--- config.mk ---
export PLATFORM = sky130hd
export DESIGN_NAME = kts_ram
export DESIGN_NICKNAME = d
export VERILOG_FILES = /design/src/rtl/kts_ram.sv
export SDC_FILE = /design/constraint.sdc
export NUM_CORES = 2
export LEC_CHECK = 0
export BUFFER_PORTS_ARGS = -buffer_cell sky130_fd_sc_hd__clkbuf_2
export CORE_UTILIZATION = 30
export DETAILED_ROUTE_END_ITERATION = 10
export GPL_TIMING_DRIVEN = 0
export PLACE_DENSITY = 0.42
export SLEW_MARGIN = 10
export SYNTH_ARGS = -nofsm -noshare
export SYNTH_HDL_FRONTEND = slang
export SYNTH_SLANG_ARGS = --single-unit
--- constraint.sdc ---
create_clock -name clock -period 4.4 [get_ports clock]
set_input_delay 0.22 -clock clock [delete_from_list [all_inputs] [get_ports clock]]
set_output_delay 0.22 -clock clock [all_outputs]
set_load 0.005 [all_outputs]
--- src/rtl/kts_ram.sv ---
module kts_ram #(
   parameter int WIDTH = 32,
   parameter int DEPTH = 64,
   localparam int AW = $clog2(DEPTH)
) (
   input  logic             clock,
   input  logic             wr_en,
   input  logic [AW-1:0]    wr_addr,
   input  logic [WIDTH-1:0] wr_data,
   input  logic [AW-1:0]    rd_addr,
   output logic [WIDTH-1:0] rd_data
);

   logic [WIDTH-1:0] mem [DEPTH];
   logic [WIDTH-1:0] rd_data_ff;

   always_ff @(posedge clock) begin
      if (wr_en) begin
         mem[wr_addr] <= wr_data;
      end
      rd_data_ff <= mem[rd_addr];
   end

   assign rd_data = rd_data_ff;

endmodule

==> reports/qor.txt <==
Vias: 38.45k
Largest net degree at the start of global routing: 65
Pre-Repair DR Iteration Count: 6
Worst slew pin tran: 1.343 ns
Synth cell count leaders: 2048 x edfxtp_1, 544 x mux4_2, 137 x nor2_1, 93 x mux2i_1, 84 x o22ai_1
Share of layout cells above drive strength 1: 0.3095
Slew HR: 0.1049
Area Overhead vs Synth: 20.21%
Syn Nets: 3370
Clock Path Buffers: 3
Pwr/cell area: 454.1 nW/µm²
Fmax: 240.2 MHz
Critical Path RT: 5.06 ns
Vias in the first global route: 39.07k
Row cnt: 187
Max VDD drop: 0.4412 mV
Main synth FF type: edfxtp_1
Ports: 78
CTS tree: built
Post-route DRC violation count: 0
Clock root buffer: clkbuf_16
Max_cap viols: 0
Fill cells: 23.73k
Drt wl/cell: 36.31 µm
Startpoint Class: input port
Max FO, Critical Path: 10
Tmin final: 4.163 ns
Worst r2r src: mem[47][16]$_DFFE_PP_
IO buf count: 69
Synth area leaders: edfxtp_1 78%, mux4_2 16%, mux2i_1 1.2%
Status: finished, final reports clean
RSZ-0062 raised after global routing: no
RePlAce Congestion: 0.8339
Sequential element share of the synthesized area: 0.7914
Starting Density: 0.3020
Post-synthesis cell area: 78520 µm²
Setup slack at placement: -0.4958 ns
Slew Limit Fails: 0
Clock buffers created by TritonCTS: 220
Crit Path Class: input port to flip-flop
Setup ws final: 0.2368 ns
Cells after Synth: 3324
Setup crit end kind: flip-flop
Total core area: 259900 µm²
Initial antenna violation count: 21
Final total power: 0.04286 W
Overall routing resource usage: 0.2058
Register clock-pin slew on the reported worst setup and hold paths: 0.06 ns
Synth async-reset ratio: 0
Yosys synthesis warning count: 0
Nets: 3831
Fin crit share: 0.9462
Final Skew: 0.04655 ns
Register bit total from synthesis: 2080
Worst Hold Class: input port to flip-flop
Largest area contributor in the netlist: edfxtp_1
Routed Antenna Nets: 0
Die Height: 513.6 µm
Die Area: 263800 µm²
HP Start: wr_addr[1]
Final setup viols: 0
Lkg Pwr: 29.11 nW
Critical path arrival: 4.82 ns
Clock Latency Late Sink: 0.88 ns
H-tree lvl count: 4
Unique masters post-synth: 34
EDFF count, synth: 2048
Initial DRC Count: 4595
Congestion Overflow GR: 0
Worst setup startpoint: rd_addr[1]
Clock Sinks: 2080
Yosys top cell area share: 0.7833
Top-count cell post-synth: edfxtp_1
First-pass GRT wire length: 361900 µm
Syn Area/Cell: 23.62 µm²
Die width: 513.6 µm
HPWL after DPL: 182300 µm
Final hold vios: 0
Routed wire length: 271600 µm
Vias per cell: 5.141
-- layout by cell type (no fill, tap or decap), types with 8 or more instances in the layout --
cell type / instances
buf_4: 34
clkinv_1: 50
dfxtp_1: 32
buf_12: 84
nand2b_1: 8
bufinv_16: 14
clkbuf_4: 26
buf_2: 65
edfxtp_1: 2048
nor2_4: 62
dlygate4sd3_1: 20
nor2b_1: 15
mux2i_1: 93
buf_1: 17
o221ai_1: 27
a21oi_1: 62
clkbuf_8: 15
o22ai_1: 83
a22oi_1: 12
buf_16: 55
clkbuf_1: 130
a311oi_1: 8
clkinv_2: 25
clkbuf_16: 222
nand2_1: 26
mux4_2: 544
nor2_1: 75
clkbuf_2: 54
-- cell families (layout without fill, tap and decap cells) --
kind of cell | Yosys count | in the layout | synth area share
flip-flops | 2080 | 2080 | 0.7914
multiplexers | 637 | 637 | 0.1679
AND/OR/NAND/NOR | 223 | 223 | 0.01265
AO/OA/AOI/OAI | 202 | 202 | 0.01673
buffers and inverters | 182 | 835 | 0.01128
other | 0 | 7 | 0
-- path summary, 6_finish.rpt --
| path | to | slack, ns | depth (start not counted) |
|---|---|---|---|
| worst min register to register | rd_data[17]$_DFF_P_ | 1.05 | 4 |
| worst min-delay path | mem[49][29]$_DFFE_PP_ | 0.08 | 2 |
| worst max register to register | rd_data[16]$_DFF_P_ | 1.47 | 5 |
| worst max-delay path | rd_data[16]$_DFF_P_ | 0.24 | 9 |
-- timing repair --
action                                 CTS  global route
setup buffers                            0             0
endpoints found under the hold margin  512            64
hold buffers                            19             1
gates resized for setup                  0             0
-- metrics by stage --
stage | instance area, µm² | setup TNS [ns] | utilization | cells | hold WS, ns
CTS | 94340 | 0 | 0.3629 | 7472 | 0.0001177
global route | 94380 | 0 | 0.3631 | 7478 | 0.08542
floorplan | 78520 | 0 | - | 3324 | 0.3189
finish | 94380 | 0 | 0.3631 | 7480 | 0.08429
global placement | 83230 | -2051.45 | 0.3202 | 6889 | 0.5924
detailed placement | 87090 | -3.669 | 0.3350 | 7039 | 0.5091
-- where the power goes --
part	switching (W)	leakage [nW]	internal, W
Clock	0.00798	3.42	0.0104
Sequential	0.0000398	18.7	0.0219
Combinational	0.00170	7.00	0.000815
Total	0.00972	29.1	0.0331
-- critical path: stages --
cell      delay [ns]
buf_2           0.44
buf_2           0.47
buf_2           0.48
clkbuf_1        0.53
buf_2           0.61
mux2i_1         0.39
a21oi_1         0.34
a21oi_1         1.00
nor2_1          0.25
-- registers in the layout (all words and copies together) (netlist names) --
signal   cells
rd_data     32
mem       2048
-- layout make-up --
class / count / area [µm²] / area share
plain buffers: 182 / 910.9 / 0.009651
flip-flops and latches: 2080 / 62140 / 0.6584
multi-input cells: 1062 / 15970 / 0.1692
diodes: 7 / 17.52 / 0.0001856
well taps: 3496 / 4374 / 0.04635
clock inverters: 105 / 1031 / 0.01092
repair buffers: 239 / 3906 / 0.04139
clock buffers: 309 / 6032 / 0.06391
-- layer usage --
| layer | global-route usage | vias to the layer above | routed length [µm] |
|---|---|---|---|
| li1 | - | 15250 | - |
| met1 | 0.2780 | 21530 | 115600 |
| met2 | 0.3377 | 1355 | 132200 |
| met3 | 0.03807 | 311 | 16110 |
| met4 | 0.05937 | 2 | 7625 |
| met5 | 0 | - | 13 |
No activity file was read; power rests on OpenSTA's default activity.
