--- config.mk ---
export PLATFORM = sky130hd
export DESIGN_NAME = kts_sqrt
export DESIGN_NICKNAME = d
export VERILOG_FILES = /design/src/rtl/kts_pkg.sv /design/src/rtl/kts_sqrt.sv
export SDC_FILE = /design/constraint.sdc
export NUM_CORES = 1
export LEC_CHECK = 0
export ABC_AREA = 1
export BUFFER_PORTS_ARGS = -buffer_cell sky130_fd_sc_hd__buf_2
export CAP_MARGIN = 20
export CORE_ASPECT_RATIO = 2
export CORE_UTILIZATION = 30
export DETAILED_ROUTE_END_ITERATION = 7
export PLACE_DENSITY_LB_ADDON = 0.25
export SYNTH_ARGS = -nofsm -noshare
export SYNTH_HDL_FRONTEND = slang
export SYNTH_SLANG_ARGS = --single-unit
--- constraint.sdc ---
create_clock -name clock -period 6.5 [get_ports clock]
set_input_delay 1.95 -clock clock [delete_from_list [all_inputs] [get_ports clock]]
set_output_delay 1.95 -clock clock [all_outputs]
set_load 0.02 [all_outputs]
--- src/rtl/kts_pkg.sv ---
package kts_pkg;

   localparam int MAX_KEYS  = 64;
   localparam int SLOT_W    = $clog2(MAX_KEYS);
   localparam int CNT_W     = 7;
   localparam int ADDR_W    = SLOT_W + 2;
   localparam int RAM_DEPTH = 4 * MAX_KEYS;

   // Divider operand widths.
   localparam int NUM_W = 64;
   localparam int DEN_W = 32;

   // Square root operand widths.
   localparam int RAD_W  = 61;
   localparam int ROOT_W = 31;

   // CORDIC datapath widths.
   localparam int XY_W  = 34;
   localparam int ANG_W = 20;

   typedef enum logic [1:0] {
      OP_SAMPLE   = 2'd0,
      OP_LOAD_POS = 2'd1,
      OP_LOAD_ROT = 2'd2,
      OP_LOAD_SCL = 2'd3
   } op_type;

   typedef enum logic [1:0] {
      TR_POS = 2'd0,
      TR_ROT = 2'd1,
      TR_SCL = 2'd2
   } track_type;

   // One key of a track: its time stamp and up to four components.
   typedef struct packed {
      logic [31:0]      stamp;
      logic [3:0][31:0] val;
   } key_type;

   localparam int KEY_W = $bits(key_type);

endpackage

--- src/rtl/kts_sqrt.sv ---
module kts_sqrt (
   input  logic                       clock,
   input  logic                       reset,
   input  logic                       start,
   input  logic [kts_pkg::RAD_W-1:0]  radicand,
   output logic                       done,
   output logic [kts_pkg::ROOT_W-1:0] root
);
   import kts_pkg::*;

   localparam int SW = RAD_W + 1;

   logic          busy_ff;
   logic          done_ff;
   logic [SW-1:0] v_ff;
   logic [SW-1:0] r_ff;
   logic [SW-1:0] b_ff;

   logic [SW-1:0] rb;
   logic          take;

   // Digit-by-digit square root, two radicand bits per cycle.
   assign rb   = r_ff + b_ff;
   assign take = v_ff >= rb;

   always_ff @(posedge clock) begin
      if (reset) begin
         busy_ff <= 1'b0;
         done_ff <= 1'b0;
      end else begin
         done_ff <= 1'b0;
         if (start) begin
            busy_ff <= 1'b1;
         end else if (busy_ff && b_ff == SW'(1)) begin
            busy_ff <= 1'b0;
            done_ff <= 1'b1;
         end
      end
   end

   always_ff @(posedge clock) begin
      if (start) begin
         v_ff <= SW'(radicand);
         r_ff <= '0;
         b_ff <= SW'(1) << (RAD_W - 1);
      end else if (busy_ff) begin
         if (take) begin
            v_ff <= v_ff - rb;
            r_ff <= (r_ff >> 1) + b_ff;
         end else begin
            r_ff <= r_ff >> 1;
         end
         b_ff <= b_ff >> 2;
      end
   end

   assign done = done_ff;
   assign root = r_ff[ROOT_W-1:0];

endmodule

==> key figures, run 1 <==
Status
  – Status: complete, no violations

Power and ir drop
  – Total power: 9.380 mW
  – P_leak: 9.389 nW
  – Pwr Density: around 450 nW/um2
  – VDD IR max: between 0.6 and 0.7 mV

Setup path
  – R2R Path Start: r_ff[2]$_SDFFE_PP0P_
  – Reg2reg path depth: 22
  – Cells along the critical path: ha_1 -> nand3_1 -> nand3_1 -> nand2_1 -> o21ai_0 -> a21oi_1 -> o21ai_0 -> nand3_1 -> nand3_1 -> nand2_1 -> ha_1 -> nand2_1 -> o21ai_0 -> a21oi_1 -> nand3_1 -> nor2_1 -> nand2_2 -> buf_12 -> inv_1 -> nand2_1 -> nand3_1 -> nand2_1
  – CP Depth: 22
  – CP endpoint kind: flop
  – Buffer and inverter count on the worst path: 2
  – Max stage delay cell, worst path: o21ai_0
  – Worst reg2reg path endpoint: r_ff[32]$_SDFFE_PP0P_
  – Critical path launch point type: flop
  – Critical Path Max Stage Delay: 0.88 ns
  – CP Data Required Time: 6.95 ns
  – CP arrival: between 6 and 7 ns
  – Setup Crit Path Kind: reg -> reg
  – R2r setup slk: 0.73 ns
  – Most repeated library cell on the critical path: nand3_1
  – Largest fanout on the critical path: 93
  – Worst Setup EP: r_ff[32]$_SDFFE_PP0P_
  – CP Launch Point: r_ff[2]$_SDFFE_PP0P_
  – Top delay family on crit path: compound AO/OA/AOI/OAI gates

Clock tree
  – Clk slew on worst S/H paths: 0.08 ns
  – Clock Path Buffers: 2
  – CTS tree: done
  – Clock Latency Late Sink: just over 0.5 ns
  – Clock buffer count from CTS: 17
  – Clock root buffer master: clkbuf_16
  – Post-cts sizing count: 0
  – Hold_buf cts: 0
  – Postcts setup bufs: 0
  – Clock Sink Count: 157
  – H-Tree Depth: 4

Drt
  – Total Wirelength: 92.50 mm
  – Post-route ant nets: 0
  – WL/cell: 22.00 um
  – Pre-antenna DRT Iters: 7
  – Via count: 21,913
  – DRC viols: 0
  – Avg Vias per Cell: 5.212
  – Drt first-iter violations: 1,287

Floorplan
  – Initial Utilization: 0.3036
  – Io pins: 96
  – Die ar.: between 60,000 and 70,000 um2
  – Core area: around 63,000 um2
  – Die H: 358.5 um
  – Site Rows: 130
  – Die width: 180.2 um

Synthesis
  – Simple-gate share of the synthesized area: 0.4168
  – Synth warn: 0
  – Syn Area/Cell: 5.650 um2
  – Post-Syn Area: 19,060 um2
  – Post-synth cell types: 46
  – Number of synthesized flops with an enable pin: 61
  – Ys flop type: dfxtp_1
  – XOR/XNOR share of the synthesized area: 0.03538
  – Adder-cell share of the synthesized area: 0.08375
  – Proportion of synthesized area in mux cells: 0
  – Syn_nets: 3,565
  – Async S/R FF share, synth: 0
  – FF+latch count, synth: roughly 160
  – Post-Syn Instances: 3,374
  – Largest family of logic cells by synthesized area: simple AND/OR/NAND/NOR gates
  – Register area share after synthesis: 0.1969
  – Synth Area in Compound Gates: 0.1368

Global routing
  – GRT overflow: 0
  – First-pass GRT wire length: 134.7 mm
  – Antenna violations before repair: 0
  – Vias in the first global route: 22,508
  – Largest net degree at the start of global routing: 94
  – Global Route Usage Sum: 0.2873

STA
  – Hold Slack: approximately 0.49 ns
  – Worst slew pin tran: 1.115 ns
  – Setup_tns: 0 ns
  – Slew Limit Fails: 0
  – Clock Skew: 0.01568 ns
  – Peak Freq: 173.2 MHz
  – Final worst path period need: around 5.8 ns
  – RSZ-0062 raised after global routing: false
  – Final setup fails: 0
  – Final Hold Viols: 0
  – Period Utilization, post-route: 0.8882
  – Relative slew margins: 0.2490

Layout
  – Area Overhead vs Synth: 8.474%
  – Fin util: 0.3293
  – Share of cells above drive strength 1: 0.05570
  – Final nets: 3,589

Place
  – GPL Wtd Cong: 1.064
  – Final HPWL DP: 75.49 mm
  – PortBufs: 95

Min path
  – WHS Path Cells: 2
  – HP Class: reg -> reg
  – Min-delay src: v_ff[61]$_SDFFE_PP0P_

Run
  – Total of max-cap violations: 0
[cells by family (layout without fill, tap and decap cells)]
family	count (synthesis)	after routing
AO/OA/AOI/OAI	488	488
XOR/XNOR	77	77
adder cells (fa/ha/maj)	127	127
buffers and inverters	612	649
flip-flops	157	157
other	0	1
AND/OR/NAND/NOR	1913	1913
[layer usage]
layer,global-route usage,wire length [um],vias to the layer above
li1,-,-,10877
met5,0,0,-
met1,0.2533,30050,10002
met4,0.2853,10190,0
met2,0.5565,49010,708
met3,0.03150,3249,326
[worst register-to-register path, delay by kind of cell (launching register included)]
family                     cells  cell delay (ns)
DFF                            1             0.37
adders and majority gates      2             0.74
and+or+nand+nor               13             1.95
buffers and inverters          2             0.54
AOI/OAI and AO/OA              5             2.12
[synth_stat cells (2+ instances only)]
| cell | instances | share of area |
|---|---|---|
| xnor2_1 | 45 | 0.021 |
| dfxtp_1 | 96 | 0.10 |
| o31ai_1 | 4 | 0.0016 |
| nor3_1 | 35 | 0.0092 |
| inv_1 | 490 | 0.096 |
| buf_1 | 3 | 0.00059 |
| a31oi_1 | 5 | 0.0016 |
| nor2_2 | 6 | 0.0020 |
| o21a_1 | 9 | 0.0035 |
| nand2_2 | 3 | 0.00098 |
| nor2_1 | 358 | 0.070 |
| inv_2 | 12 | 0.0024 |
| a21o_1 | 7 | 0.0028 |
| nand2_1 | 1103 | 0.22 |
| nand3_1 | 297 | 0.078 |
| buf_6 | 8 | 0.0047 |
| nand3b_1 | 31 | 0.012 |
| o211ai_1 | 6 | 0.0024 |
| o22ai_1 | 3 | 0.00098 |
| xor2_1 | 32 | 0.015 |
| buf_4 | 31 | 0.012 |
| a21oi_1 | 248 | 0.065 |
| nand4_1 | 35 | 0.011 |
| and2_1 | 6 | 0.0020 |
| buf_2 | 9 | 0.0024 |
| o21ai_0 | 172 | 0.045 |
| a221oi_1 | 2 | 0.00092 |
| ha_1 | 126 | 0.083 |
| o21bai_1 | 25 | 0.0098 |
| edfxtp_1 | 61 | 0.096 |
| or2_2 | 16 | 0.0053 |
| nor4_1 | 18 | 0.0059 |
| clkbuf_1 | 59 | 0.012 |
[cell type report]
cell class	count	area (um2)
inverters	502	1884
flip-flops and latches	157	3755
repair buffers	115	653.1
fillers	7389	42110
clock inverters	13	122.6
clock buffers	19	442.9
multi-input cells	2605	12830
diodes	1	2.502
well taps	792	991.0
[stage by stage]
step                      cell area, um2  cells  worst slack [ns]
after detailed placement           20110   4171             1.013
after global routing               20670   4203            0.2014
final                              20680   4204            0.7270
after global placement             20110   4171            0.9964
after CTS                          20670   4203            0.9878
after floorplan                    19060   3374             1.527
[state kept, by name, indices dropped and copies added, names as in the netlist]
name and count:
busy_ff 1, v_ff 62, done 1, b_ff 31, r_ff 62
[power by group]
part / total (mW) / leakage, nW / switching, mW / internal (mW)
registers: 1.80 / 1.40 / 0.356 / 1.45
logic: 6.52 / 7.71 / 4.53 / 1.99
clock network: 1.05 / 0.280 / 0.539 / 0.515
[worst min-delay path by stage]
stage                                        to  slack (ns)
after floorplan           v_ff[61]$_SDFFE_PP0P_        0.45
after global placement    v_ff[61]$_SDFFE_PP0P_        0.47
after detailed placement  v_ff[61]$_SDFFE_PP0P_        0.49
after CTS                 v_ff[61]$_SDFFE_PP0P_        0.50
after global routing      v_ff[61]$_SDFFE_PP0P_        0.53
final                     v_ff[61]$_SDFFE_PP0P_        0.49
[cells in the final DEF (no fill, tap or decap), drive strengths merged, types with 2 or more instances in the layout]
cell	Yosys	layout
dfxtp	96	96
xor2	32	32
inv	502	510
nand2	1106	1106
nor4	18	18
a221oi	2	2
a21oi	249	249
a21o	7	7
ha	126	126
nand4	35	35
or2	17	17
o21bai	25	25
o21ai	173	173
nor2	365	365
buf	51	115
o21a	9	9
clkbuf	59	19
o22ai	3	3
and2	6	6
nand3b	31	31
clkinv	0	5
o31ai	4	4
edfxtp	61	61
a31oi	5	5
nand3	297	297
xnor2	45	45
o211ai	6	6
nor3	36	36
Note: power is estimated with default switching activity, not from simulation.
==> run 2: changes to the inputs <==
- SLEW_MARGIN: not set -> 0
- clock period: 6.5 -> 7.46 ns (I/O delays scaled with it)
==> run 2 against run 1 <==
Net effect:
- flip-flop and latch count stayed put
- cell area is 0.27% lower
- clock power is 13% lower
- die area stayed put
- critical path depth stayed put
- routed wire length is 0.72% lower
- critical endpoint is now v_ff[58]$_DFFE_PP_
- largest cell class unchanged
==> key figures, run 2 (synthesized netlist as in run 1, its figures left out) <==
Clock tree
  – Hold_buf cts: 0 (unchanged)
  – Clk slew on worst S/H paths: 0.08 ns (about the same)
  – Clock Sink Count: 157 (unchanged)
  – Postcts setup bufs: 0 (unchanged)
  – Clock buffer count from CTS: 17 (unchanged)
  – CTS tree: done
  – Clock Path Buffers: 2 (unchanged)
  – H-Tree Depth: 4 (unchanged)
  – Clock Latency Late Sink: 0.50 ns (about the same)
  – Post-cts sizing count: 0 (unchanged)
  – Clock root buffer master: clkbuf_16

Setup path
  – CP endpoint kind: flop
  – Largest fanout on the critical path: 61 (-34%)
  – CP Data Required Time: 7.61 ns (+0.66 ns)
  – Critical Path Max Stage Delay: 0.97 ns (+0.09 ns)
  – Top delay family on crit path: simple AND/OR/NAND/NOR gates
  – Cells along the critical path: ha_1 -> nand3_1 -> nand3_1 -> nand2_1 -> o21ai_0 -> a21oi_1 -> o21ai_0 -> nand3_1 -> nand3_1 -> nand2_1 -> ha_1 -> nand2_1 -> inv_2 -> nand2_1 -> nor2_1 -> nand2_1 -> nor2_1 -> nand2_2 -> nand2_2 -> nand2_1 -> nand2_2 -> buf_12
  – Critical path launch point type: flop
  – Max stage delay cell, worst path: o21ai_0
  – Most repeated library cell on the critical path: nand2_1
  – Setup Crit Path Kind: reg -> reg
  – CP arrival: 6.37 ns (+0.15 ns)
  – Buffer and inverter count on the worst path: 2 (unchanged)

STA
  – Final Hold Viols: 0 (unchanged)
  – Slew Limit Fails: 0 (unchanged)
  – Peak Freq: 160.7 MHz (-7.2%)
  – Final worst slack: 1.236 ns (+0.5088 ns)
  – Final setup fails: 0 (unchanged)
  – Clock Skew: 0.01528 ns (-0.0004003 ns)
  – Worst slew pin tran: 1.188 ns (+0.07277 ns)
  – Period Utilization, post-route: 0.8343 (-0.05381)
  – Relative slew margins: 0.1999 (-0.04903)
  – Setup_tns: 0 ns (unchanged)
  – RSZ-0062 raised after global routing: false
  – Final worst path period need: 6.224 ns (+0.4512 ns)

Drt
  – Total Wirelength: 91.83 mm (-0.72%)
  – DRC viols: 0 (unchanged)
  – Drt first-iter violations: 1,413 (+9.8%)
  – Avg Vias per Cell: 5.204 (-0.16%)
  – Post-route ant nets: 0 (unchanged)
  – Pre-antenna DRT Iters: 5 (-2)
  – WL/cell: 21.88 um (-0.56%)
  – Via count: 21,841 (-0.33%)

Global routing
  – Largest net degree at the start of global routing: 94 (unchanged)
  – Antenna violations before repair: 1 (+1)
  – Global Route Usage Sum: 0.2854 (-0.001908)
  – Vias in the first global route: 22,311 (-0.88%)
  – First-pass GRT wire length: 134.3 mm (-0.25%)
  – GRT overflow: 0 (unchanged)

Place
  – PortBufs: 95 (unchanged)
  – GPL Wtd Cong: 1.013 (-4.8%)
  – Post-Place Worst Slack: 1.388 ns (+0.3749 ns)
  – Final HPWL DP: 75.01 mm (-0.64%)

Floorplan
  – Io pins: 96 (unchanged)
  – Initial Utilization: 0.3036 (unchanged)
  – Core area: 62,790 um2 (unchanged)
  – Die ar.: 64,610 um2 (unchanged)
  – Site Rows: 130 (unchanged)
  – Die width: 180.2 um (unchanged)
  – Die H: 358.5 um (unchanged)

Layout
  – Fillers: 7,335 (-0.73%)
  – Most common cell after layout, fill and taps aside: nand2_1
  – Regs by FF count: r_ff: 62 flops, v_ff: 62 flops, b_ff: 31 flops
  – Area Overhead vs Synth: 8.178%
  – Most frequent cells in the layout: nand2_1, inv_1, nor2_1
  – Share of cells above drive strength 1: 0.05404 (-0.001664)
  – Antenna diodes: 0 (-1)
  – Final nets: 3,583 (-0.17%)

Power and ir drop
  – Flop pwr share: 0.198 (+0.006)
  – P_leak: 9.346 nW (-0.46%)
  – Clock Power Share: 0.113 (about the same)
  – Psw: 4.646 mW (-14%)
  – Combinational cell fraction of total power: 0.688 (-0.008)
  – Switch share: 0.5762 (-0.002139)
  – Internal power: 3.417 mW (-14%)
  – VDD IR max: 0.3675 mV (-40%)
  – Pwr Density: 391.0 nW/um2 (-14%)

Status
  – Status: complete, no violations

Min path
  – HP Class: reg -> reg

Run
  – Total of max-cap violations: 0 (unchanged)
[run 2: changes by cell type in the layout (fill, tap and decap cells not counted), sizes merged]
cell      change
diode         -1
inv           -1
clkinv        -1
clkinvlp      +3
buf           -6
clkbuf        -1
[run 2: stage by stage]
stage / instances / util / power (mW) / hold slack [ns] / cell area (um2)
after CTS: 4196 / 0.3284 / 7.992 / 0.4868 / 20620
after floorplan: 3374 / - / 5.414 / 0.4519 / 19060
after detailed placement: 4164 / 0.3195 / 7.065 / 0.4760 / 20060
after global placement: 4164 / 0.3195 / 7.051 / 0.4728 / 20060
final: 4197 / 0.3284 / 8.063 / 0.4839 / 20620
after global routing: 4197 / 0.3284 / 8.703 / 0.5003 / 20620
[run 2: power groups by stage]
stage / registers (mW) / logic, mW / clock network [mW]
global placement: 1.61 / 5.44 / 0
finish: 1.60 / 5.55 / 0.912
floorplan: 1.41 / 4.00 / 0
detailed placement: 1.61 / 5.46 / 0
global route: 1.63 / 6.12 / 0.948
CTS: 1.59 / 5.48 / 0.923
[run 2: cell type report]
class                           count  area, um2  share of cell area
Sequential cell                   157       3755              0.1821
Clock inverter                     14      130.1            0.006310
Clock buffer                       18      429.2             0.02081
Multi-Input combinational cell   2605      12830              0.6220
Tap cell                          792      991.0             0.04806
Timing Repair Buffer              109      605.6             0.02937
Inverter                          502       1884             0.09138
[run 2: final timing paths]
check                           slack (ns)                   from                     to  depth (start not counted)
worst max-delay path                  1.24   r_ff[2]$_SDFFE_PP0P_     v_ff[58]$_DFFE_PP_                         22
worst min-delay path                  0.48  v_ff[61]$_SDFFE_PP0P_  v_ff[61]$_SDFFE_PP0P_                          2
worst max register to register        1.24   r_ff[2]$_SDFFE_PP0P_     v_ff[58]$_DFFE_PP_                         22
worst min register to register        0.48  v_ff[61]$_SDFFE_PP0P_  v_ff[61]$_SDFFE_PP0P_                          2
[run 2: routing by layer]
metal  vias to the layer above  wire, um  track usage
li1                      10858         -            -
met1                     10064     30600       0.2556
met2                       600     49110       0.5553
met3                       317      2631      0.02927
met4                         2      9474       0.2703
met5                         -         8            0
[run 2: tightest hold or removal path: cells and delay by family (launching register included)]
family | cells | cell delay (ns)
flops | 1 | 0.32
simple gates | 2 | 0.13
