## config.mk

```make
export PLATFORM = sky130hd
export DESIGN_NAME = kts_div
export DESIGN_NICKNAME = d
export VERILOG_FILES = /design/src/rtl/kts_pkg.sv /design/src/rtl/kts_div.sv
export SDC_FILE = /design/constraint.sdc
export NUM_CORES = 1
export LEC_CHECK = 0
export ABC_AREA = 0
export BUFFER_PORTS_ARGS = -buffer_cell sky130_fd_sc_hd__buf_2
export CAP_MARGIN = 30
export CORE_MARGIN = 5
export CORE_UTILIZATION = 49
export DETAILED_ROUTE_END_ITERATION = 8
export HOLD_SLACK_MARGIN = 0.08
export PLACE_DENSITY = 0.86
export SYNTH_ARGS = -nofsm -noshare
export SYNTH_HDL_FRONTEND = slang
export SYNTH_SLANG_ARGS = --single-unit
```

## constraint.sdc

```tcl
create_clock -name clock -period 3.18 [get_ports clock]
set_clock_uncertainty 0.2 [all_clocks]
set_input_delay 0 -clock clock [delete_from_list [all_inputs] [get_ports clock]]
set_output_delay 0 -clock clock [all_outputs]
set_load 0.01 [all_outputs]
```

## src/rtl/kts_pkg.sv

```systemverilog
package kts_pkg;

   localparam int MAX_KEYS  = 64;
   localparam int SLOT_W    = $clog2(MAX_KEYS);
   localparam int CNT_W     = 7;
   localparam int ADDR_W    = SLOT_W + 2;
   localparam int RAM_DEPTH = 4 * MAX_KEYS;

   // Divider operand widths.
   localparam int NUM_W = 64;
   localparam int DEN_W = 32;

   // Square root operand widths.
   localparam int RAD_W  = 61;
   localparam int ROOT_W = 31;

   // CORDIC datapath widths.
   localparam int XY_W  = 34;
   localparam int ANG_W = 20;

   typedef enum logic [1:0] {
      OP_SAMPLE   = 2'd0,
      OP_LOAD_POS = 2'd1,
      OP_LOAD_ROT = 2'd2,
      OP_LOAD_SCL = 2'd3
   } op_type;

   typedef enum logic [1:0] {
      TR_POS = 2'd0,
      TR_ROT = 2'd1,
      TR_SCL = 2'd2
   } track_type;

   // One key of a track: its time stamp and up to four components.
   typedef struct packed {
      logic [31:0]      stamp;
      logic [3:0][31:0] val;
   } key_type;

   localparam int KEY_W = $bits(key_type);

endpackage

```

## src/rtl/kts_div.sv

```systemverilog
module kts_div (
   input  logic                      clock,
   input  logic                      reset,
   input  logic                      start,
   input  logic [kts_pkg::NUM_W-1:0] dividend,
   input  logic [kts_pkg::DEN_W-1:0] divisor,
   output logic                      done,
   output logic [kts_pkg::NUM_W-1:0] quotient
);
   import kts_pkg::*;

   localparam int CNT_BITS = $clog2(NUM_W);

   logic                busy_ff;
   logic                done_ff;
   logic [CNT_BITS-1:0] cnt_ff;
   logic [DEN_W-1:0]    rem_ff;
   logic [DEN_W-1:0]    den_ff;
   logic [NUM_W-1:0]    quo_ff;

   logic [DEN_W:0] rem_sh;
   logic [DEN_W:0] rem_sub;
   logic           fits;

   // Restoring division: one quotient bit per cycle, dividend bits shift out
   // of the top of the quotient register as quotient bits enter at the bottom.
   assign rem_sh  = {rem_ff, quo_ff[NUM_W-1]};
   assign rem_sub = rem_sh - {1'b0, den_ff};
   assign fits    = rem_sh >= {1'b0, den_ff};

   always_ff @(posedge clock) begin
      if (reset) begin
         busy_ff <= 1'b0;
         done_ff <= 1'b0;
         cnt_ff  <= '0;
      end else begin
         done_ff <= 1'b0;
         if (start) begin
            busy_ff <= 1'b1;
            cnt_ff  <= CNT_BITS'(NUM_W - 1);
         end else if (busy_ff) begin
            cnt_ff <= cnt_ff - 1'b1;
            if (cnt_ff == '0) begin
               busy_ff <= 1'b0;
               done_ff <= 1'b1;
            end
         end
      end
   end

   always_ff @(posedge clock) begin
      if (start) begin
         rem_ff <= '0;
         den_ff <= divisor;
         quo_ff <= dividend;
      end else if (busy_ff) begin
         rem_ff <= fits ? rem_sub[DEN_W-1:0] : rem_sh[DEN_W-1:0];
         quo_ff <= {quo_ff[NUM_W-2:0], fits};
      end
   end

   assign done     = done_ff;
   assign quotient = quo_ff;

endmodule

```

==> results of run 1 <==
-- registers in the layout, summed over array words and instances, names as in the netlist --
signal,count
busy_ff,1
cnt_ff,6
den_ff,32
done,1
quotient,64
rem_ff,32
-- cells by family (layout without fill, tap and decap cells) --
group,Yosys count,count (layout),share of synthesized area (%)
buffers and inverters,73,385,4.075
DFF,136,136,51.94
muxes,71,71,11.15
AOI/OAI and AO/OA,131,131,12.56
adders and majority gates,35,35,6.281
other,0,2,0
xor gates and xnor gates,34,34,4.199
and+or+nand+nor,148,148,9.792
-- through the flow --
stage	hold slack, ns	cells	area (um2)	setup slack, ns	setup TNS [ns]
2_1_floorplan	-0.1011	628	7092	0.03464	0
3_3_place_gp	-0.02201	977	8269	0.05114	0
3_5_place_dp	-0.02172	977	8269	-0.04852	-0.3165
4_1_cts	-0.2108	1116	9940	-0.03373	-0.09090
5_1_grt	0.08042	1126	10160	-0.06570	-0.6807
6_report	0.08096	1126	10160	0.02086	0
-- repair_timing --
action	CTS	global route
hold buffers	108	1
resized for setup	1	27
buffers inserted	0	6
setup endpoints to repair	13	33
pin swaps	0	7
cloned	0	2
hold endpoints to repair	117	13
-- Yosys cell counts, drive strengths merged, types with 6 or more instances --
| library cell | instances |
|---|---|
| dfxtp | 40 |
| a21o | 14 |
| nor2 | 42 |
| xor2 | 11 |
| clkbuf | 23 |
| nand3 | 19 |
| xnor2 | 23 |
| nor3 | 12 |
| mux2i | 7 |
| a21oi | 31 |
| ha | 34 |
| buf | 8 |
| edfxtp | 96 |
| nand2 | 38 |
| a31oi | 12 |
| mux2 | 64 |
| a211oi | 14 |
| o21ai | 22 |
| nand4 | 6 |
| and3 | 6 |
| inv | 42 |
| nand2b | 6 |
| a32oi | 7 |
| nor2b | 6 |
-- final timing paths --
path         cells after the start         to  slack, ns
min                              2  den_ff[4]       0.08
max reg2reg                     11  rem_ff[7]       0.02
max                             11  rem_ff[7]       0.02
min reg2reg                      2  rem_ff[6]       0.27
-- power breakdown --
group / internal (mW) / switching [mW]
clock: 1.23 / 0.771
combinational: 0.462 / 0.460
sequential: 2.07 / 0.0949
total: 3.76 / 1.33
-- per-layer routing --
| layer | wire [um] | vias to the layer above | GRT usage [%] | part of all wire [%] |
|---|---|---|---|---|
| li1 | - | 2923 | - | - |
| met1 | 8042 | 2993 | 29.17 | 37 |
| met2 | 11280 | 305 | 43.39 | 52 |
| met3 | 1559 | 53 | 6.713 | 7.2 |
| met4 | 645 | 0 | 9.413 | 3.0 |
| met5 | 0 | - | 0 | 0 |
-- cells in the final DEF (no fill, tap or decap), types with 4 or more instances in the layout --
| cell type | instances |
|---|---|
| a21o_1 | 14 |
| nand2b_1 | 5 |
| dlygate4sd3_1 | 109 |
| o311ai_0 | 5 |
| o21bai_1 | 4 |
| or3_1 | 4 |
| mux2i_1 | 6 |
| nor2b_1 | 6 |
| mux2_2 | 63 |
| buf_4 | 33 |
| dfxtp_1 | 40 |
| buf_2 | 163 |
| a21oi_1 | 29 |
| inv_1 | 40 |
| a32oi_1 | 6 |
| xor2_1 | 11 |
| nand2_1 | 38 |
| o21ai_0 | 18 |
| edfxtp_1 | 96 |
| xnor2_1 | 23 |
| ha_1 | 31 |
| clkbuf_16 | 18 |
| nand4_1 | 6 |
| nor3_1 | 11 |
| and3_1 | 5 |
| nor2_1 | 42 |
| nand3_1 | 19 |
| a211oi_1 | 13 |
| buf_12 | 4 |
| a31oi_1 | 12 |
-- worst max-delay path, stage by stage (launching register included) --
cell and delay [ns]:
dfxtp_1 0.43, ha_4 0.24, and3_4 0.18, and4_1 0.20
and3_1 0.17, a221o_1 0.32, a2111o_1 0.40, a32oi_4 0.23
buf_12 0.17, mux2_4 0.29, mux2i_1 0.13, nor2_1 0.05
-- area by class of cell --
cell class | instances | area (um2) | share of cell area (%)
flip-flops and latches | 136 | 3684 | 36.26
multi-input cells | 419 | 3216 | 31.65
repair buffers | 312 | 2282 | 22.46
clock buffers | 19 | 432.9 | 4.261
well taps | 184 | 230.2 | 2.266
inverters | 42 | 157.7 | 1.552
clock inverters | 12 | 152.6 | 1.502
diodes | 2 | 5.005 | 0.04926
==> run summary, run 1 <==
STA
-----------------------------------------------------------------------------------------------
Min Clock Period, post-route .....................................................     3.159 ns
Total count of hold-check failures in the final report ...........................            0
Number of failing setup endpoints in the final timing report .....................            0
Post-route fraction of the period consumed by the critical path ..................       99.34%
Slew at the pin closest to its max-slew limit ....................................    0.8244 ns
Max-slew headroom ................................................................       45.04%
Max Transition Viols Final .......................................................            0
Max Clock Freq ...................................................................    316.5 MHz

DRT
-----------------------------------------------------------------------------------------------
Per-cell routed wire length ......................................................     19.12 um
Number of nets still failing antenna checks after routing ........................            0
Drt initial violations ...........................................................          459
Number of detailed-routing iterations run before antenna repair ..................            5
Total detailed-routing wirelength ................................................     21530 um
Via count ........................................................................         6274
Remaining design rule violation count ............................................            0
Via-to-Cell Ratio ................................................................        5.572

SYNTH
-----------------------------------------------------------------------------------------------
Share of synthesized area occupied by flip-flops and latches .....................       51.94%
Number of nets produced by synthesis .............................................          762
EDFF count, synth ................................................................           96
Main flop type after synthesis ...................................................     edfxtp_1
Synthesis Warnings ...............................................................            0
Register bit total from synthesis ................................................          136
Share of flip-flops with an asynchronous set or reset ............................           0%
Top cell type's share of synthesized area ........................................       40.65%
Post-Syn Area ....................................................................     7092 um2
Number of different library cells in the post-synthesis netlist ..................           55
Number of instances in the synthesized netlist ...................................          628
Synth area leader ................................................................     edfxtp_1
Syn avg cell area ................................................................    11.29 um2
Area contributors post-synth ..................................................... edfxtp_1 41%, dfxtp_1 11%, mux2_2 10%, ha_1 6.0%, xnor2_1 2.8%

PLACEMENT
-----------------------------------------------------------------------------------------------
Placer Congestion ................................................................       0.9174
IO buf count .....................................................................          163
Final HPWL DP ....................................................................     13080 um

SETUP PATH
-----------------------------------------------------------------------------------------------
CP required ......................................................................      3.27 ns
Worst EP arrival .................................................................      3.25 ns
Critical path launch point type ..................................................     register
CP Max Fanout ....................................................................            7
Worst setup path start ...........................................................    rem_ff[2]
Worst R2R Start ..................................................................    rem_ff[2]
Worst Setup End Kind .............................................................     register
Worst setup path class ........................................................... register to register

GLOBAL ROUTE
-----------------------------------------------------------------------------------------------
Number of global-route vias before repair ........................................         6368
First-pass GRT wire length .......................................................     32600 um
Gr ovfl total ....................................................................            0
Largest net degree at the start of global routing ................................           65
Overall Global Routing Usage .....................................................       24.84%
Number of antenna violations at the first check in global routing ................            2

CLOCKING
-----------------------------------------------------------------------------------------------
H-Tree Level Count ...............................................................            4
Clock tree from TritonCTS ........................................................         done
TritonCTS Sinks ..................................................................          136
Insertion delay to the later sink of the worst-skew pair .........................      0.43 ns
TritonCTS buffer count ...........................................................           17
Clock input transition at the sequential cells of the worst setup and hold paths .      0.06 ns
Longest Clk Path Bufs ............................................................            2
Clock root buffer ................................................................    clkbuf_16

PWR
-----------------------------------------------------------------------------------------------
Total Power ......................................................................     5.086 mW
Reported leakage power ...........................................................     4.453 nW
Worst IR Drop VDD ................................................................  0.0003596 V
Pwr per Cell Area ................................................................ 500.6 nW/um2

DIE
-----------------------------------------------------------------------------------------------
Placement Rows ...................................................................           44
Boundary Pins ....................................................................          164
Starting density of the core .....................................................       49.36%
Core Footprint ...................................................................    14370 um2
Die extent in x ..................................................................     130.3 um
Die outline height ...............................................................     130.3 um
Total Die Area ...................................................................    16980 um2

MIN PATH
-----------------------------------------------------------------------------------------------
Hold path startpoint .............................................................   divisor[4]
Class of the worst hold path ..................................................... primary input to register

LAYOUT
-----------------------------------------------------------------------------------------------
Area growth from synthesis to final layout .......................................       43.26%
Net count reported at finish .....................................................         1062
Fraction of final layout cells sized beyond drive strength 1 .....................       33.19%
Number of filler cells placed in the layout ......................................          978
Post-Route Utilization ...........................................................       70.71%

RUN
-----------------------------------------------------------------------------------------------
Maximum capacitance violations ...................................................            0

RUN STATUS
-----------------------------------------------------------------------------------------------
Run status ....................................................................... finished clean

(Power assumes the default switching activity.)
==> run 2: changes to the inputs <==
--- a/config.mk
+++ b/config.mk
@@ -5,13 +5,13 @@
 export SDC_FILE = /design/constraint.sdc
 export NUM_CORES = 1
 export LEC_CHECK = 0
-export ABC_AREA = 0
 export BUFFER_PORTS_ARGS = -buffer_cell sky130_fd_sc_hd__buf_2
 export CAP_MARGIN = 30
-export CORE_MARGIN = 5
+export CORE_MARGIN = 2
 export CORE_UTILIZATION = 49
 export DETAILED_ROUTE_END_ITERATION = 8
 export HOLD_SLACK_MARGIN = 0.08
+export MAX_ROUTING_LAYER = met4
 export PLACE_DENSITY = 0.86
 export SYNTH_ARGS = -nofsm -noshare
 export SYNTH_HDL_FRONTEND = slang
==> run summary, run 2 (synthesis results as in run 1) <==
LAYOUT
-----------------------------------------------------------------------------------------------
Antenna Diode Count ..............................................................            0   -2
Area growth from synthesis to final layout .......................................       41.23%
Max FFs per register .............................................................           64   unchanged
Post-Route Utilization ...........................................................       71.60%   +0.89 points
Most used cells in the layout excluding fill and tap cells ....................... 163 x buf_2, 100 x dlygate4sd3_1, 96 x edfxtp_1
Most frequent standard cell in the layout excluding fill and tap cells ...........        buf_2
Net count reported at finish .....................................................         1052   -0.94%
Post-route non-filler standard cell count ........................................         1111   -1.3%
Total non-filler cell area in the finished layout ................................    10020 um2   -1.4%
Fraction of final layout cells sized beyond drive strength 1 .....................       33.62%   +0.43 points

DRT
-----------------------------------------------------------------------------------------------
Via count ........................................................................         6144   -2.1%
Number of detailed-routing iterations run before antenna repair ..................            5   unchanged
Drt initial violations ...........................................................          428   -6.8%
Number of nets still failing antenna checks after routing ........................            0   unchanged
Total detailed-routing wirelength ................................................     19710 um   -8.4%
Per-cell routed wire length ......................................................     17.74 um   -7.2%
Remaining design rule violation count ............................................            0   unchanged
Via-to-Cell Ratio ................................................................        5.530   -0.75%

STA
-----------------------------------------------------------------------------------------------
Post-route fraction of the period consumed by the critical path ..................       97.09%   -2.2 points
Slew at the pin closest to its max-slew limit ....................................    0.7459 ns   -0.07852 ns
Min Clock Period, post-route .....................................................     3.088 ns   -0.07152 ns
Max Clock Freq ...................................................................    323.9 MHz   +2.3%
Number of failing setup endpoints in the final timing report .....................            0   unchanged
Sum of negative setup slack ......................................................         0 ns   unchanged
Max-slew headroom ................................................................       50.27%   +5.2 points
Post-route setup slack ...........................................................   0.09238 ns   +0.07152 ns
Total count of hold-check failures in the final report ...........................            0   unchanged
Max Transition Viols Final .......................................................            0   unchanged
Final hold slack .................................................................   0.08910 ns   +0.008134 ns

MIN PATH
-----------------------------------------------------------------------------------------------
Class of the worst hold path ..................................................... primary input to register

SETUP PATH
-----------------------------------------------------------------------------------------------
Highest-delay cell along the critical path .......................................     a2111o_1
CP required ......................................................................      3.26 ns   about the same
Worst reg2reg setup slack ........................................................      0.09 ns   +0.07 ns
Capturing instance or port of the critical path ..................................    rem_ff[7]
Worst Setup End Kind .............................................................     register
Cell Chain, Critical Path ........................................................ inv_2 > ha_4 > and3_4 > and4_1 > and3_1 > a221o_1 > a2111o_1 > a32oi_4 > buf_12 > mux2_4 > mux2i_1 > nor2_1
CP Max Fanout ....................................................................            7   unchanged
Worst reg2reg path depth .........................................................           12   +1
R2r endpoint .....................................................................    rem_ff[7]
Worst EP arrival .................................................................      3.16 ns   -0.09 ns
Worst R2R Start ..................................................................    den_ff[3]
Worst setup path start ...........................................................    den_ff[3]
Worst setup path class ........................................................... register to register
Critical path launch point type ..................................................     register
Critical path's largest stage delay ..............................................      0.40 ns   -0.03 ns

PWR
-----------------------------------------------------------------------------------------------
Worst IR Drop VDD ................................................................  0.0004192 V   +17%
Switching part of the total power ................................................       27.76%   +1.7 points
Cell-internal power ..............................................................     3.632 mW   -3.4%
Power share of the clock group ...................................................        39.1%   -0.2 points
Reported leakage power ...........................................................     4.393 nW   -1.3%
Pwr per Cell Area ................................................................ 502.0 nW/um2   +0.29%
Combinational Power Share ........................................................        17.8%   -0.3 points
Total Power ......................................................................     5.028 mW   -1.1%
Switching power ..................................................................     1.396 mW   +5.3%
Sequential cell fraction of total power ..........................................        43.0%   +0.4 points

DIE
-----------------------------------------------------------------------------------------------
Placement Rows ...................................................................           43   -2.3%
Starting density of the core .....................................................       50.70%   +1.3 points
Core Footprint ...................................................................    13990 um2   -2.6%
Die extent in x ..................................................................     124.3 um   -4.6%
Boundary Pins ....................................................................          164   unchanged
Die outline height ...............................................................     124.3 um   -4.6%
Total Die Area ...................................................................    15450 um2   -9.0%

PLACEMENT
-----------------------------------------------------------------------------------------------
Standard cell area after detailed placement ......................................     8299 um2   +0.36%
Placer Congestion ................................................................       0.8906   -2.9%
Final HPWL DP ....................................................................     12010 um   -8.2%
Placed insts .....................................................................          976   -0.10%
Pre-CTS worst setup slack ........................................................  -0.03828 ns   +0.01024 ns
IO buf count .....................................................................          163   unchanged

CLOCKING
-----------------------------------------------------------------------------------------------
Clock input transition at the sequential cells of the worst setup and hold paths .      0.07 ns   about the same
Longest Clk Path Bufs ............................................................            2   unchanged
Clock tree from TritonCTS ........................................................         done
TritonCTS buffer count ...........................................................           17   unchanged
Insertion delay to the later sink of the worst-skew pair .........................      0.43 ns   about the same
H-Tree Level Count ...............................................................            4   unchanged
Clock root buffer ................................................................    clkbuf_16
TritonCTS Sinks ..................................................................          136   unchanged

RUN
-----------------------------------------------------------------------------------------------
Maximum capacitance violations ...................................................            0   unchanged

GLOBAL ROUTE
-----------------------------------------------------------------------------------------------
Overall Global Routing Usage .....................................................       26.17%   +1.3 points
Number of antenna violations at the first check in global routing ................            0   -2
First-pass GRT wire length .......................................................     31390 um   -3.7%
Number of global-route vias before repair ........................................         6328   -0.63%
Gr ovfl total ....................................................................            0   unchanged
Largest net degree at the start of global routing ................................           71   +9.2%

RUN STATUS
-----------------------------------------------------------------------------------------------
Run status ....................................................................... finished clean

-- run 2: cell type report --
class | instances | area (um2)
Multi-Input combinational cell | 419 | 3203
Fill cell | 951 | 3973
Timing Repair Buffer | 302 | 2166
Tap cell | 180 | 225.2
Clock inverter | 15 | 155.1
Inverter | 42 | 157.7
Clock buffer | 17 | 425.4
Sequential cell | 136 | 3684
-- run 2: worst min path at each step --
stage | cells past startpoint | from | end | slack (ns)
final | 2 | divisor[28] | den_ff[28] | 0.09
after global routing | 2 | divisor[8] | den_ff[8] | 0.08
after CTS | 2 | divisor[10] | den_ff[10] | 0.08
after detailed placement | 1 | divisor[4] | den_ff[4] | -0.02
after global placement | 1 | divisor[31] | den_ff[31] | -0.02
after floorplan | 0 | divisor[0] | den_ff[0] | -0.10
-- run 2: critical path, delay by kind of cell (launching register included) --
kind | cells | cell delay, ns
AOI/OAI and AO/OA | 3 | 0.94
and+or+nand+nor | 4 | 0.57
muxes | 2 | 0.43
DFF | 1 | 0.38
buffers and inverters | 2 | 0.24
adders and majority gates | 1 | 0.20
-- run 2: what timing repair did --
item | in CTS | in global routing
endpoints found under the setup margin | 7 | 25
hold endpoints to repair | 113 | 1
pin swaps | 1 | 6
hold buffers | 99 | 1
cloned | 0 | 1
resized for setup | 2 | 17
setup buffers | 0 | 2
-- run 2: routing by layer --
metal / share of wire (%) / GRT usage [%] / vias to the layer above / routed length (um)
met3: 6.7 / 6.357 / 43 / 1315
met4: 2.7 / 9.055 / 0 / 541
met2: 51 / 44.71 / 262 / 9962
met5: 0 / - / - / 0
met1: 40 / 30.18 / 2937 / 7894
li1: - / - / 2902 / -
-- run 2: power groups by stage --
stage                     Clock, mW  Combinational (mW)  Sequential (mW)
after floorplan                   0               0.416             2.21
after global placement            0               0.739             2.18
after detailed placement          0               0.760             2.18
after CTS                      1.98               0.859             2.15
after global routing           2.08               0.973             2.18
final                          1.97               0.897             2.16
